$ cat src/rtl/core/lrukv_pkg.sv
// ----------------------------------------------------------------------------
// lrukv_pkg
// Shared types and defaults for the LRU key-value cache.
// ----------------------------------------------------------------------------
`default_nettype none

package lrukv_pkg;

  localparam int DEPTH_DEF      = 8;
  localparam int KEY_BITS_DEF   = 32;
  localparam int VALUE_BITS_DEF = 64;

  // capacity register
  localparam int          CAP_W     = 4;
  localparam logic [3:0]  CAP_RESET = 4'd8;

  typedef enum logic {
    MODE_GET = 1'b0,
    MODE_PUT = 1'b1
  } lrukv_mode_t;

  typedef struct packed {
    logic hit;
    logic evicted;
  } lrukv_flags_t;

endpackage

`default_nettype wire

$ cat src/rtl/core/lrukv_if.sv
// ----------------------------------------------------------------------------
// lrukv_if
// Request and response channels of the LRU key-value cache.
// ----------------------------------------------------------------------------
`default_nettype none

interface lrukv_in_if #(
  parameter int KEY_BITS   = lrukv_pkg::KEY_BITS_DEF,
  parameter int VALUE_BITS = lrukv_pkg::VALUE_BITS_DEF
);
  logic                  valid;
  logic                  ready;
  logic                  mode;
  logic [KEY_BITS-1:0]   lookup_key;
  logic [VALUE_BITS-1:0] write_value;

  modport source (output valid, mode, lookup_key, write_value, input ready);
  modport sink   (input valid, mode, lookup_key, write_value, output ready);
endinterface

interface lrukv_out_if #(
  parameter int KEY_BITS   = lrukv_pkg::KEY_BITS_DEF,
  parameter int VALUE_BITS = lrukv_pkg::VALUE_BITS_DEF
);
  logic                  valid;
  logic                  ready;
  logic                  hit;
  logic [VALUE_BITS-1:0] read_value;
  logic                  evicted;
  logic [KEY_BITS-1:0]   evicted_key;

  modport source (output valid, hit, read_value, evicted, evicted_key, input ready);
  modport sink   (input valid, hit, read_value, evicted, evicted_key, output ready);
endinterface

`default_nettype wire

$ cat src/rtl/core/lrukv_core.sv
// ----------------------------------------------------------------------------
// lrukv_core
// Entry store, parallel key match, recency ranks and replacement.
// ----------------------------------------------------------------------------
`default_nettype none

module lrukv_core #(
  parameter int DEPTH      = lrukv_pkg::DEPTH_DEF,
  parameter int KEY_BITS   = lrukv_pkg::KEY_BITS_DEF,
  parameter int VALUE_BITS = lrukv_pkg::VALUE_BITS_DEF
) (
  input  wire logic                         clk,
  input  wire logic                         rst_n,
  input  wire logic                         op_en,
  input  wire logic                         op_put,
  input  wire logic [KEY_BITS-1:0]          op_key,
  input  wire logic [VALUE_BITS-1:0]        op_value,
  input  wire logic [lrukv_pkg::CAP_W-1:0]  capacity,
  output lrukv_pkg::lrukv_flags_t           res_flags,
  output logic      [VALUE_BITS-1:0]        res_value,
  output logic      [KEY_BITS-1:0]          res_evicted_key
);

  localparam int RANK_W = $clog2(DEPTH);
  localparam int CNT_W  = $clog2(DEPTH + 1);
  localparam int CW     = (CNT_W > lrukv_pkg::CAP_W) ? CNT_W : lrukv_pkg::CAP_W;

  logic [KEY_BITS-1:0]   keys_r   [DEPTH];
  logic [VALUE_BITS-1:0] values_r [DEPTH];
  logic [RANK_W-1:0]     rank_r   [DEPTH];
  logic [RANK_W-1:0]     rank_nxt [DEPTH];
  logic [DEPTH-1:0]      valid_r, valid_nxt;
  logic [CNT_W-1:0]      count_r, count_nxt;

  logic [DEPTH-1:0]      match, hit_oh, victim, valid_keep, free, slot_oh;
  logic                  hit, full, do_evict, do_insert;
  logic [RANK_W-1:0]     found_rank, last_rank;
  logic [VALUE_BITS-1:0] hit_value;
  logic [KEY_BITS-1:0]   victim_key;
  logic [CW-1:0]         cap_ext, eff_cap;

  // capacity saturated to 1..DEPTH
  always_comb begin
    cap_ext = CW'(capacity);
    if (cap_ext == '0) begin
      eff_cap = CW'(1);
    end else if (cap_ext > CW'(DEPTH)) begin
      eff_cap = CW'(DEPTH);
    end else begin
      eff_cap = cap_ext;
    end
  end

  assign full      = CW'(count_r) >= eff_cap;
  assign last_rank = RANK_W'(count_r - CNT_W'(1));

  always_comb begin
    for (int i = 0; i < DEPTH; i++) begin
      match[i]  = valid_r[i] && (keys_r[i] == op_key);
      // valid ranks are always a permutation of 0..count-1
      victim[i] = valid_r[i] && (rank_r[i] == last_rank);
    end
  end

  assign hit      = |match;
  assign hit_oh   = match & (~match + DEPTH'(1));
  assign do_evict = op_put && !hit && full;

  assign valid_keep = valid_r & ~(do_evict ? victim : '0);
  assign free       = ~valid_keep;
  assign slot_oh    = free & (~free + DEPTH'(1));
  assign do_insert  = op_put && !hit && (|free);

  always_comb begin
    found_rank = '0;
    hit_value  = '0;
    victim_key = '0;
    for (int i = 0; i < DEPTH; i++) begin
      found_rank = found_rank | (hit_oh[i] ? rank_r[i] : '0);
      hit_value  = hit_value  | (hit_oh[i] ? values_r[i] : '0);
      victim_key = victim_key | (victim[i] ? keys_r[i] : '0);
    end
  end

  always_comb begin
    res_flags.hit     = hit;
    res_flags.evicted = do_evict;
    res_value         = (hit && !op_put) ? hit_value : '0;
    res_evicted_key   = do_evict ? victim_key : '0;
  end

  always_comb begin
    valid_nxt = valid_r;
    for (int i = 0; i < DEPTH; i++) begin
      rank_nxt[i] = rank_r[i];
      if (hit) begin
        if (valid_r[i] && (rank_r[i] < found_rank)) begin
          rank_nxt[i] = rank_r[i] + RANK_W'(1);
        end
        if (hit_oh[i]) begin
          rank_nxt[i] = '0;
        end
      end else if (op_put) begin
        valid_nxt[i] = valid_keep[i];
        if (do_evict && victim[i]) begin
          rank_nxt[i] = '0;
        end
        if (do_insert) begin
          if (valid_keep[i]) begin
            rank_nxt[i] = rank_r[i] + RANK_W'(1);
          end
          if (slot_oh[i]) begin
            rank_nxt[i]  = '0;
            valid_nxt[i] = 1'b1;
          end
        end
      end
    end
    count_nxt = count_r - CNT_W'(do_evict) + CNT_W'(do_insert);
  end

  always_ff @(posedge clk) begin
    if (!rst_n) begin
      valid_r <= '0;
      count_r <= '0;
      for (int i = 0; i < DEPTH; i++) begin
        rank_r[i] <= '0;
      end
    end else if (op_en) begin
      valid_r <= valid_nxt;
      count_r <= count_nxt;
      for (int i = 0; i < DEPTH; i++) begin
        rank_r[i] <= rank_nxt[i];
      end
    end
  end

  // entry payload, no reset
  always_ff @(posedge clk) begin
    if (op_en) begin
      for (int i = 0; i < DEPTH; i++) begin
        if (do_insert && slot_oh[i]) begin
          keys_r[i]   <= op_key;
          values_r[i] <= op_value;
        end else if (hit && op_put && hit_oh[i]) begin
          values_r[i] <= op_value;
        end
      end
    end
  end

endmodule

`default_nettype wire

$ cat src/rtl/core/lru_key_value_cache.sv
// ----------------------------------------------------------------------------
// lru_key_value_cache
// Fully associative key-value cache with least-recently-used replacement.
// ----------------------------------------------------------------------------
// Requests arrive on in_ch (valid/ready): mode selects get or put, with a
// key and, for a put, a value. Each request gives exactly one response beat
// on out_ch: hit flag, read value of a get hit, and the evicted key when a
// put of a new key displaces the least recent entry.
// A request is captured in an input register, then matched against all
// entries at once; the response and the new state are registered together.
// The request passes through the input register and then the response
// register before its response beat; one request per cycle is sustained
// while out_ch.ready stays high, the rate being set by the combinational
// parallel match and rank update in lrukv_core.
// When the receiver stalls, the response holds and one more request waits
// in the input register; in_ch.ready then drops until out_ch.ready returns.
// cfg_we/cfg_wdata write the capacity in use (0 acts as 1, above DEPTH acts
// as DEPTH); reset sets it to 8 and empties the cache (valid flags, ranks
// and count cleared, no sweep).
// ----------------------------------------------------------------------------
`default_nettype none

module lru_key_value_cache #(
  parameter int DEPTH      = lrukv_pkg::DEPTH_DEF,
  parameter int KEY_BITS   = lrukv_pkg::KEY_BITS_DEF,
  parameter int VALUE_BITS = lrukv_pkg::VALUE_BITS_DEF
) (
  input  wire logic                         clk,
  input  wire logic                         rst_n,
  lrukv_in_if.sink                          in_ch,
  lrukv_out_if.source                       out_ch,
  input  wire logic                         cfg_we,
  input  wire logic [lrukv_pkg::CAP_W-1:0]  cfg_wdata
);

  logic                          req_vld_r;
  logic                          req_mode_r;
  logic [KEY_BITS-1:0]           req_key_r;
  logic [VALUE_BITS-1:0]         req_value_r;
  logic [lrukv_pkg::CAP_W-1:0]   cap_r;

  logic                          rsp_vld_r;
  lrukv_pkg::lrukv_flags_t       rsp_flags_r;
  logic [VALUE_BITS-1:0]         rsp_value_r;
  logic [KEY_BITS-1:0]           rsp_ev_key_r;

  lrukv_pkg::lrukv_flags_t       res_flags;
  logic [VALUE_BITS-1:0]         res_value;
  logic [KEY_BITS-1:0]           res_ev_key;
  logic                          advance;

  assign advance     = req_vld_r && (!rsp_vld_r || out_ch.ready);
  assign in_ch.ready = !req_vld_r || advance;

  lrukv_core #(
    .DEPTH      (DEPTH),
    .KEY_BITS   (KEY_BITS),
    .VALUE_BITS (VALUE_BITS)
  ) u_core (
    .clk             (clk),
    .rst_n           (rst_n),
    .op_en           (advance),
    .op_put          (req_mode_r == lrukv_pkg::MODE_PUT),
    .op_key          (req_key_r),
    .op_value        (req_value_r),
    .capacity        (cap_r),
    .res_flags       (res_flags),
    .res_value       (res_value),
    .res_evicted_key (res_ev_key)
  );

  always_ff @(posedge clk) begin
    if (!rst_n) begin
      cap_r <= lrukv_pkg::CAP_RESET;
    end else if (cfg_we) begin
      cap_r <= cfg_wdata;
    end
  end

  always_ff @(posedge clk) begin
    if (!rst_n) begin
      req_vld_r <= 1'b0;
    end else if (in_ch.ready) begin
      req_vld_r <= in_ch.valid;
    end
  end

  always_ff @(posedge clk) begin
    if (in_ch.ready && in_ch.valid) begin
      req_mode_r  <= in_ch.mode;
      req_key_r   <= in_ch.lookup_key;
      req_value_r <= in_ch.write_value;
    end
  end

  always_ff @(posedge clk) begin
    if (!rst_n) begin
      rsp_vld_r <= 1'b0;
    end else if (advance) begin
      rsp_vld_r <= 1'b1;
    end else if (out_ch.ready) begin
      rsp_vld_r <= 1'b0;
    end
  end

  always_ff @(posedge clk) begin
    if (advance) begin
      rsp_flags_r  <= res_flags;
      rsp_value_r  <= res_value;
      rsp_ev_key_r <= res_ev_key;
    end
  end

  assign out_ch.valid       = rsp_vld_r;
  assign out_ch.hit         = rsp_flags_r.hit;
  assign out_ch.read_value  = rsp_value_r;
  assign out_ch.evicted     = rsp_flags_r.evicted;
  assign out_ch.evicted_key = rsp_ev_key_r;

endmodule

`default_nettype wire

$ cat src/flat_wrapper.sv
// flat-port wrapper written by rule: the top's interface ports become plain ports
module lru_key_value_cache_flat 
#(
  parameter int DEPTH      = lrukv_pkg::DEPTH_DEF,
  parameter int KEY_BITS   = lrukv_pkg::KEY_BITS_DEF,
  parameter int VALUE_BITS = lrukv_pkg::VALUE_BITS_DEF
)
  (clk, rst_n, cfg_we, cfg_wdata, in_ch_valid, in_ch_mode, in_ch_lookup_key, in_ch_write_value, in_ch_ready, out_ch_valid, out_ch_hit, out_ch_read_value, out_ch_evicted, out_ch_evicted_key, out_ch_ready);
  lrukv_in_if #(.KEY_BITS(KEY_BITS), .VALUE_BITS(VALUE_BITS)) in_ch_i ();
  lrukv_out_if #(.KEY_BITS(KEY_BITS), .VALUE_BITS(VALUE_BITS)) out_ch_i ();
  input  wire logic clk;
  input  wire logic rst_n;
  input  wire logic cfg_we;
  input  wire logic [lrukv_pkg::CAP_W-1:0] cfg_wdata;
  input wire logic [$bits(in_ch_i.valid)-1:0] in_ch_valid;
  input wire logic [$bits(in_ch_i.mode)-1:0] in_ch_mode;
  input wire logic [$bits(in_ch_i.lookup_key)-1:0] in_ch_lookup_key;
  input wire logic [$bits(in_ch_i.write_value)-1:0] in_ch_write_value;
  output wire logic [$bits(in_ch_i.ready)-1:0] in_ch_ready;
  output wire logic [$bits(out_ch_i.valid)-1:0] out_ch_valid;
  output wire logic [$bits(out_ch_i.hit)-1:0] out_ch_hit;
  output wire logic [$bits(out_ch_i.read_value)-1:0] out_ch_read_value;
  output wire logic [$bits(out_ch_i.evicted)-1:0] out_ch_evicted;
  output wire logic [$bits(out_ch_i.evicted_key)-1:0] out_ch_evicted_key;
  input wire logic [$bits(out_ch_i.ready)-1:0] out_ch_ready;
  assign in_ch_i.valid = in_ch_valid;
  assign in_ch_i.mode = in_ch_mode;
  assign in_ch_i.lookup_key = in_ch_lookup_key;
  assign in_ch_i.write_value = in_ch_write_value;
  assign in_ch_ready = in_ch_i.ready;
  assign out_ch_valid = out_ch_i.valid;
  assign out_ch_hit = out_ch_i.hit;
  assign out_ch_read_value = out_ch_i.read_value;
  assign out_ch_evicted = out_ch_i.evicted;
  assign out_ch_evicted_key = out_ch_i.evicted_key;
  assign out_ch_i.ready = out_ch_ready;
  lru_key_value_cache #(.DEPTH(DEPTH), .KEY_BITS(KEY_BITS), .VALUE_BITS(VALUE_BITS)) u_core (.clk(clk), .rst_n(rst_n), .in_ch(in_ch_i), .out_ch(out_ch_i), .cfg_we(cfg_we), .cfg_wdata(cfg_wdata));
endmodule
$ cat config.mk
export PLATFORM = sky130hd
export DESIGN_NAME = lru_key_value_cache_flat
export DESIGN_NICKNAME = d
export VERILOG_FILES = /design/src/rtl/core/lrukv_pkg.sv /design/src/rtl/core/lrukv_if.sv /design/src/rtl/core/lrukv_core.sv /design/src/rtl/core/lru_key_value_cache.sv /design/src/flat_wrapper.sv
export SDC_FILE = /design/constraint.sdc
export NUM_CORES = 1
export LEC_CHECK = 0
export ABC_AREA = 1
export BUFFER_PORTS_ARGS = -buffer_cell sky130_fd_sc_hd__buf_2
export CORE_ASPECT_RATIO = 0.7
export CORE_MARGIN = 3
export CORE_UTILIZATION = 45
export DETAILED_ROUTE_END_ITERATION = 7
export GPL_TIMING_DRIVEN = 0
export PLACE_DENSITY = 0.61
export REMOVE_ABC_BUFFERS = 1
export SLEW_MARGIN = 25
export SYNTH_ARGS = -nofsm -noshare
export SYNTH_HDL_FRONTEND = slang
export SYNTH_SLANG_ARGS = --single-unit
$ cat constraint.sdc
create_clock -name clk -period 6.8 [get_ports clk]
set_input_delay 0.34 -clock clk [delete_from_list [all_inputs] [get_ports clk]]
set_output_delay 0.34 -clock clk [all_outputs]
set_load 0.01 [all_outputs]
After elaboration in Yosys (flattened, before gate mapping)
Memories as Yosys holds them, arrays and structs flattened. Index checks and enable logic that the tools add are counted.

Register bits: 213. Memory bits (writable): 792. Memories: 3.

Memories: u_core.u_core.values_r (words 8, width 64, rd ports 8, clocked after Yosys merged registers in 0, wr ports 1, line lrukv_core.sv:29) `logic [VALUE_BITS-1:0] values_r [DEPTH];`; u_core.u_core.keys_r (words 8, width 32, rd ports 8, clocked after Yosys merged registers in 0, wr ports 1, line lrukv_core.sv:28) `logic [KEY_BITS-1:0] keys_r [DEPTH];`; u_core.u_core.rank_r (words 8, width 3, rd ports 8, clocked after Yosys merged registers in 0, wr ports 8, line lrukv_core.sv:30) `logic [RANK_W-1:0] rank_r [DEPTH];`.

Add/sub/neg operators: 13. $lt $le $gt $ge: 10. Eq/ne operators: 16. Multiplexer cells: 227. Bitwise logic cells: 45. Reductions and logical operators: 80.

Operators by type and width (count): $mux 64 (23); $mux 32 (15); $or 64x64->64 (7); $reduce_or 64->1 (7); $mux 3 (94); $eq 32x32->1 (8); $or 32x32->32 (7); $reduce_or 32->1 (7); $mux 1 (92); $logic_and 1x1->1 (55); $not 8->8 (4); $add 3x1->3 const B (8); $and 8x8->8 (3); $eq 3x3->1 (8); $lt 3x3->1 (8); $or 3x3->3 (7); $add 8x1->8 const B (2); $or 1x1->1 (16); $reduce_or 8->1 (2); $mux 4 (2); $mux 8 (1); $add 4x1->4 (1); $ge 4x4->1 (1); $gt 4x4->1 const B (1); 8 further kinds (12).

Depth between registers and ports, before layout
Word-level depth: 26. Gate-level depth with buffers: 29. Mapped depth without buffers: 27.

By module
A second synthesis with hierarchy kept.

Cell total of the unflattened synthesis: 3860. Area total of the unflattened synthesis: 43878.3 um^2.

Modules (own cells, without submodules): lrukv_core (instances 1, cells an instance 3635, area each 37793.7 um^2, seq. area each 24023.0 um^2); lru_key_value_cache (instances 1, cells an instance 225, area each 6084.6 um^2, seq. area each 5975.7 um^2).

Worst setup path before layout
No wires, ideal clock.

Path type: input -> register. From: input out_ch_ready. To: memory u_core.u_core.values_r[1][100] (netlist bit) (enable). Setup time: 0.508 ns. Arrival: 6.044 ns. Data required time: 6.292 ns. Slack: 0.248 ns. Cell stages on the path: 6. Buffers on the path: 0. Cell sequence: inv_1 nand2_1 nand2_1 inv_1 nand2_1 o22ai_1.

Word-level cells in the longest chain between the ends: 13. Elaborated cells on any way between the ends: 63.

Ends and longest elaborated chain: start, declared (line flat_wrapper.sv:25) `input wire logic [$bits(out_ch_i.ready)-1:0] out_ch_ready;`; $logic_or 1x1->1 (*) (line lru_key_value_cache.sv:52) `assign advance = req_vld_r && (!rsp_vld_r || out_ch.ready);`; $logic_and 1x1->1 (*) (line lru_key_value_cache.sv:52); named net u_core.advance (line lru_key_value_cache.sv:50) `logic advance;`; $mux 1 (line lrukv_core.sv:140) `if (op_en) begin`; $mux 1 (on tied branches) (line lrukv_core.sv:144, lrukv_core.sv:146); $or 1x1->1 (no line); $reduce_or 64->1 (no line); $mux 3 (no line) / $mux 1 (equally long branches) (7 in a row); end, declared (line lrukv_core.sv:29).

The timed path passes the listed nets; every way through them passes the cells marked *.

Final worst setup path
From: register u_core.req_key_r[20]. To: memory u_core.u_core.values_r[1][59] (netlist bit) (enable).

Word-level cells in the longest chain between the ends: 26. Elaborated cells on any way between the ends: 134.

Ends and longest elaborated chain: start, declared (line lru_key_value_cache.sv:38) `logic [KEY_BITS-1:0] req_key_r;`; start signal, assigned (line lru_key_value_cache.sv:91) `req_key_r <= in_ch.lookup_key;`; $eq 32x32->1 (line lrukv_core.sv:59) `match[i] = valid_r[i] && (keys_r[i] == op_key);`; $logic_and 1x1->1 (line lrukv_core.sv:59); $reduce_or 8->1 (line lrukv_core.sv:65) `assign hit = |match;`; $logic_not 1->1 (line lrukv_core.sv:67, lrukv_core.sv:72); $logic_and 1x1->1 (line lrukv_core.sv:67, lrukv_core.sv:72); $logic_and 1x1->1 (line lrukv_core.sv:67) `assign do_evict = op_put && !hit && full;`; $mux 8 (line lrukv_core.sv:69) `assign valid_keep = valid_r & ~(do_evict ? victim : '0);`; $not 8->8 (line lrukv_core.sv:69); [4 not listed]; $and 8x8->8 (line lrukv_core.sv:71) `assign slot_oh = free & (~free + DEPTH'(1));`; $logic_and 1x1->1 (line lrukv_core.sv:142) `if (do_insert && slot_oh[i]) begin`; $mux 1 (line lrukv_core.sv:142); $mux 1 (line lrukv_core.sv:140); $mux 1 (on tied branches) (line lrukv_core.sv:144, lrukv_core.sv:146); $or 1x1->1 (no line); $reduce_or 64->1 (no line); $mux 3 (no line) / $mux 1 (equally long branches) (7 in a row).

Several ways; a longest one is shown, not always the timed one.

==> reports/metrics.yaml <==
grt:
  antenna_found_initial: 4
  track_usage: 0.294
  grt_max_degree: 107
  grt_pass1_wl_um: 222000
  grt_pass1_vias: 31900
  grt_overflow: 0
worst_setup_path:
  cp-start-kind: "register"
  reg2reg_setup_slack_ns: 0.14
  reg2reg_to: "u_core.u_core.values_r[1][59]"
  endpoint_kind: "register"
  critical-path-top-delay-family: "simple AND/OR/NAND/NOR gates"
  ff2ff_path_depth: 21
  path_max_fanout: 20
  worstPathArrival_ns: 7.07
  path_class: "reg -> reg"
  required_ns: 7.21
  crit_top_cell: "nand2_1"
  path_cells: "inv_1, nor2_1, nor2_1, nand2_1, nor2_1, nand2_1, nor2_1, nand3_1, nand2_1, nor2_2, nand3_2, nor2_4, nand3_1, nand2_1, nor2_4, nand4_4, nand2_1, o22ai_4, buf_8, buf_8, buf_8"
  slowest_delay_ns: 1.11
  cp-startpoint: "u_core.req_key_r[20]"
  slowest_stage: "edfxtp_1"
  crit_buf_inv: 4
  path_depth: 21
  crit_path_end: "u_core.u_core.values_r[1][59]"
  r2r-start: "u_core.req_key_r[20]"
routing:
  postRouteAntennaNets: 0
  via_count: 34000
  postRouteWirelength_um: 154000
  drt_iter0_markers: 4897
  vias_per_cell: 5.92
  drt_pass1_iterations: 6
  drc: 0
  wl_per_cell_um: 26.8
pwr:
  clockPowerShare: 0.407
  peakVddDrop_v: 0.000238
  p_int_mw: 10.1
  swShare: 0.234
  finalPower_mw: 13.2
  p_switching_mw: 3.08
  combPwrFrac: 0.056
  p_per_area_mw_per_mm2: 246
  p_leak_nw: 19.3
  seq_power_share: 0.536
floorplanning:
  fp.dieArea_mm2: 0.103
  rows: 95
  initial_core_util: 0.459
  die_height_um: 269
  core_region_area_mm2: 0.0970
  io_pins: 206
  die_w_um: 382
placed_design:
  placed_cell_area_mm2: 0.0490
  io_buffers: 205
  dp_hpwl_um: 106000
  pre_cts_ws_ns: -0.738
  placedCellCount: 5418
  place_congestion: 1.01
status:
  run_status: "finished, final reports clean"
synthesis:
  synth_seq_cells: 1005
  ys_types: 51
  synth.top_cell.area_share: 0.666
  syn_inst: 3986
  synth_top_area_cell: "edfxtp_1"
  synthFlopType: "edfxtp_1"
  synth_edf_count: 987
  synth_seq_area_share: 0.674
  synth_area_per_cell_um2: 11.2
  synth_area_leaders: "edfxtp_1, nand2_1, nand3_1, inv_1, nor2_1"
  synthArstFlopShare: 0
  yosys_warnings: 0
  syn_area_mm2: 0.0445
timing:
  slew_viol_final: 0
  hold_viol: 0
  tns_ns: 0
  whs_ns: 0.0446
  fin_ws_ns: 0.144
  maxSlewHeadroom: 0.223
  fmax_mhz: 150
  period_needed_ns: 6.66
  finalSetupViolations: 0
  rsz0062_at_grt: "false"
  skew_ns: 0.0359
  fin_crit_sh: 0.979
  worst_pin_slew_ns: 1.17
final_layout:
  register_area_mm2: 0.0300
  num-fill-cells: 8315
  final_cells: 5748
  final_area_mm2: 0.0536
  multiInputGateArea_mm2: 0.0125
  syn2layout_area_growth_pct: 20.3
  fin_nets: 4479
  drive_gt1_frac: 0.128
  postLayoutCoreUtil: 0.552
clocking:
  path_clk_slew_ns: 0.06
  cts.sink_count: 1005
  tritoncts: "done"
  htree_levels: 3
  clock_latency_ns: 0.72
  numCtsBuffers: 97
  clock-root-buffer: "clkbuf_16"
  cts_buffer_depth: 3
hold_path:
  hp-class: "in -> reg"
flow_run:
  drv_cap: 0
worst min-delay path by stage:
stage,slack (ns),start,cells past startpoint,endpoint
2_1_floorplan,0.44,in_ch_lookup_key[0],0,u_core.req_key_r[0]
3_3_place_gp,0.48,u_core.cap_r[1],2,u_core.cap_r[1]
3_5_place_dp,0.49,u_core.out_ch.valid,2,u_core.out_ch.valid
4_1_cts,0.009,in_ch_valid,3,u_core.req_vld_r
5_1_grt,0.06,in_ch_valid,3,u_core.req_vld_r
6_report,0.04,in_ch_valid,3,u_core.req_vld_r
cell usage in the layout, fill, tap and decap left out, drive strengths merged, types with 2 or more instances in the layout:
cell         instances
nand4               68
a221oi              33
nor3b               10
nor4                22
xnor2               57
nor2               301
inv                390
o22ai               71
nand2              811
buf                343
clkbuf             126
o211ai               6
a2111oi              2
bufinv               6
a211oi              11
a41oi                7
nand3              493
dlygate4sd3        110
clkinvlp             5
dfxtp               18
nand3b              12
ha                  17
o221ai               3
or2                 15
clkinv              46
o2111ai             90
a21oi               51
edfxtp             987
nor3                23
o21ai              161
a21boi               2
a31oi               86
xor2                49
state kept, by name (all words and copies together), names as in the netlist, 4 cells and up:
signal                     flops
u_core.req_value_r            64
u_core.cap_r                   4
u_core.u_core.values_r       512
u_core.u_core.keys_r         256
u_core.u_core.count_r          4
u_core.u_core.valid_r          8
u_core.out_ch.evicted_key     32
u_core.req_key_r              32
u_core.out_ch.read_value      64
u_core.u_core.rank_r          24
layout make-up:
cell class                      count  share of cell area
Sequential cell                  1005               0.560
Multi-Input combinational cell   2407               0.233
Timing Repair Buffer              453              0.0902
Clock buffer                      126              0.0481
Tap cell                         1309              0.0306
Inverter                          391              0.0281
Clock inverter                     56              0.0101
Antenna cell                        1           0.0000467
kinds of logic after synthesis:
group,count (synthesis),share of synthesized area
and+or+nand+nor,1758,0.173
DFF,1005,0.674
adders and majority gates,18,0.00523
xor gates and xnor gates,106,0.0210
AOI/OAI and AO/OA,525,0.0760
buffers and inverters,574,0.0514
routing by layer:
metal	wire, um	vias up	track usage
met5	114	-	0.00602
met4	2630	6	0.0566
met3	22200	199	0.103
met2	60700	2050	0.391
met1	68200	16700	0.462
li1	-	15000	-
worst register-to-register path, delay by kind of cell, from the launching register on:
kind / cells / cell delay, ns
AND/OR/NAND/NOR: 16 / 3.54
buffers and inverters: 4 / 1.07
flip-flops: 1 / 1.11
AO/OA/AOI/OAI: 1 / 0.61
synthesized netlist by cell type (4+ instances only):
cell       instances
xnor2_1           56
nand3b_1          12
ha_1              17
buf_1             24
a41oi_1            7
a31oi_1           86
nand4_1           67
inv_1            367
o21ai_0          147
nand2_1          805
nor2_1           293
o211ai_1           6
nor3b_1           10
xor2_1            49
nor3_1            23
nor2_2             5
a211oi_1          11
inv_2             22
edfxtp_1         987
o2111ai_1         90
or2_2             11
dfxtp_1           18
clkbuf_1         110
nand2_2            5
a221oi_1          33
a21oi_1           51
o21ai_1           14
nand3_2            4
o22ai_1           71
buf_4             20
buf_2             26
nor4_1            22
nand3_1          489
what timing repair did:
| action | 4_1_cts | 5_1_grt |
|---|---|---|
| setup endpoints to repair | 376 | 215 |
| setup buffers | 30 | 6 |
| endpoints found under the hold margin | 106 | 0 |
| gates resized for setup | 0 | 4 |
| pin swaps | 3 | 0 |
| hold buffers | 110 | 0 |
power groups by stage:
| stage | logic [mW] | registers (mW) | clock network, mW |
|---|---|---|---|
| 2_1_floorplan | 0.300 | 7.16 | 0 |
| 4_1_cts | 0.706 | 7.06 | 5.45 |
| 3_5_place_dp | 0.597 | 7.22 | 0 |
| 6_report | 0.740 | 7.06 | 5.37 |
| 3_3_place_gp | 0.554 | 7.25 | 0 |
| 5_1_grt | 0.786 | 7.07 | 5.69 |
(Power assumes the default switching activity.)
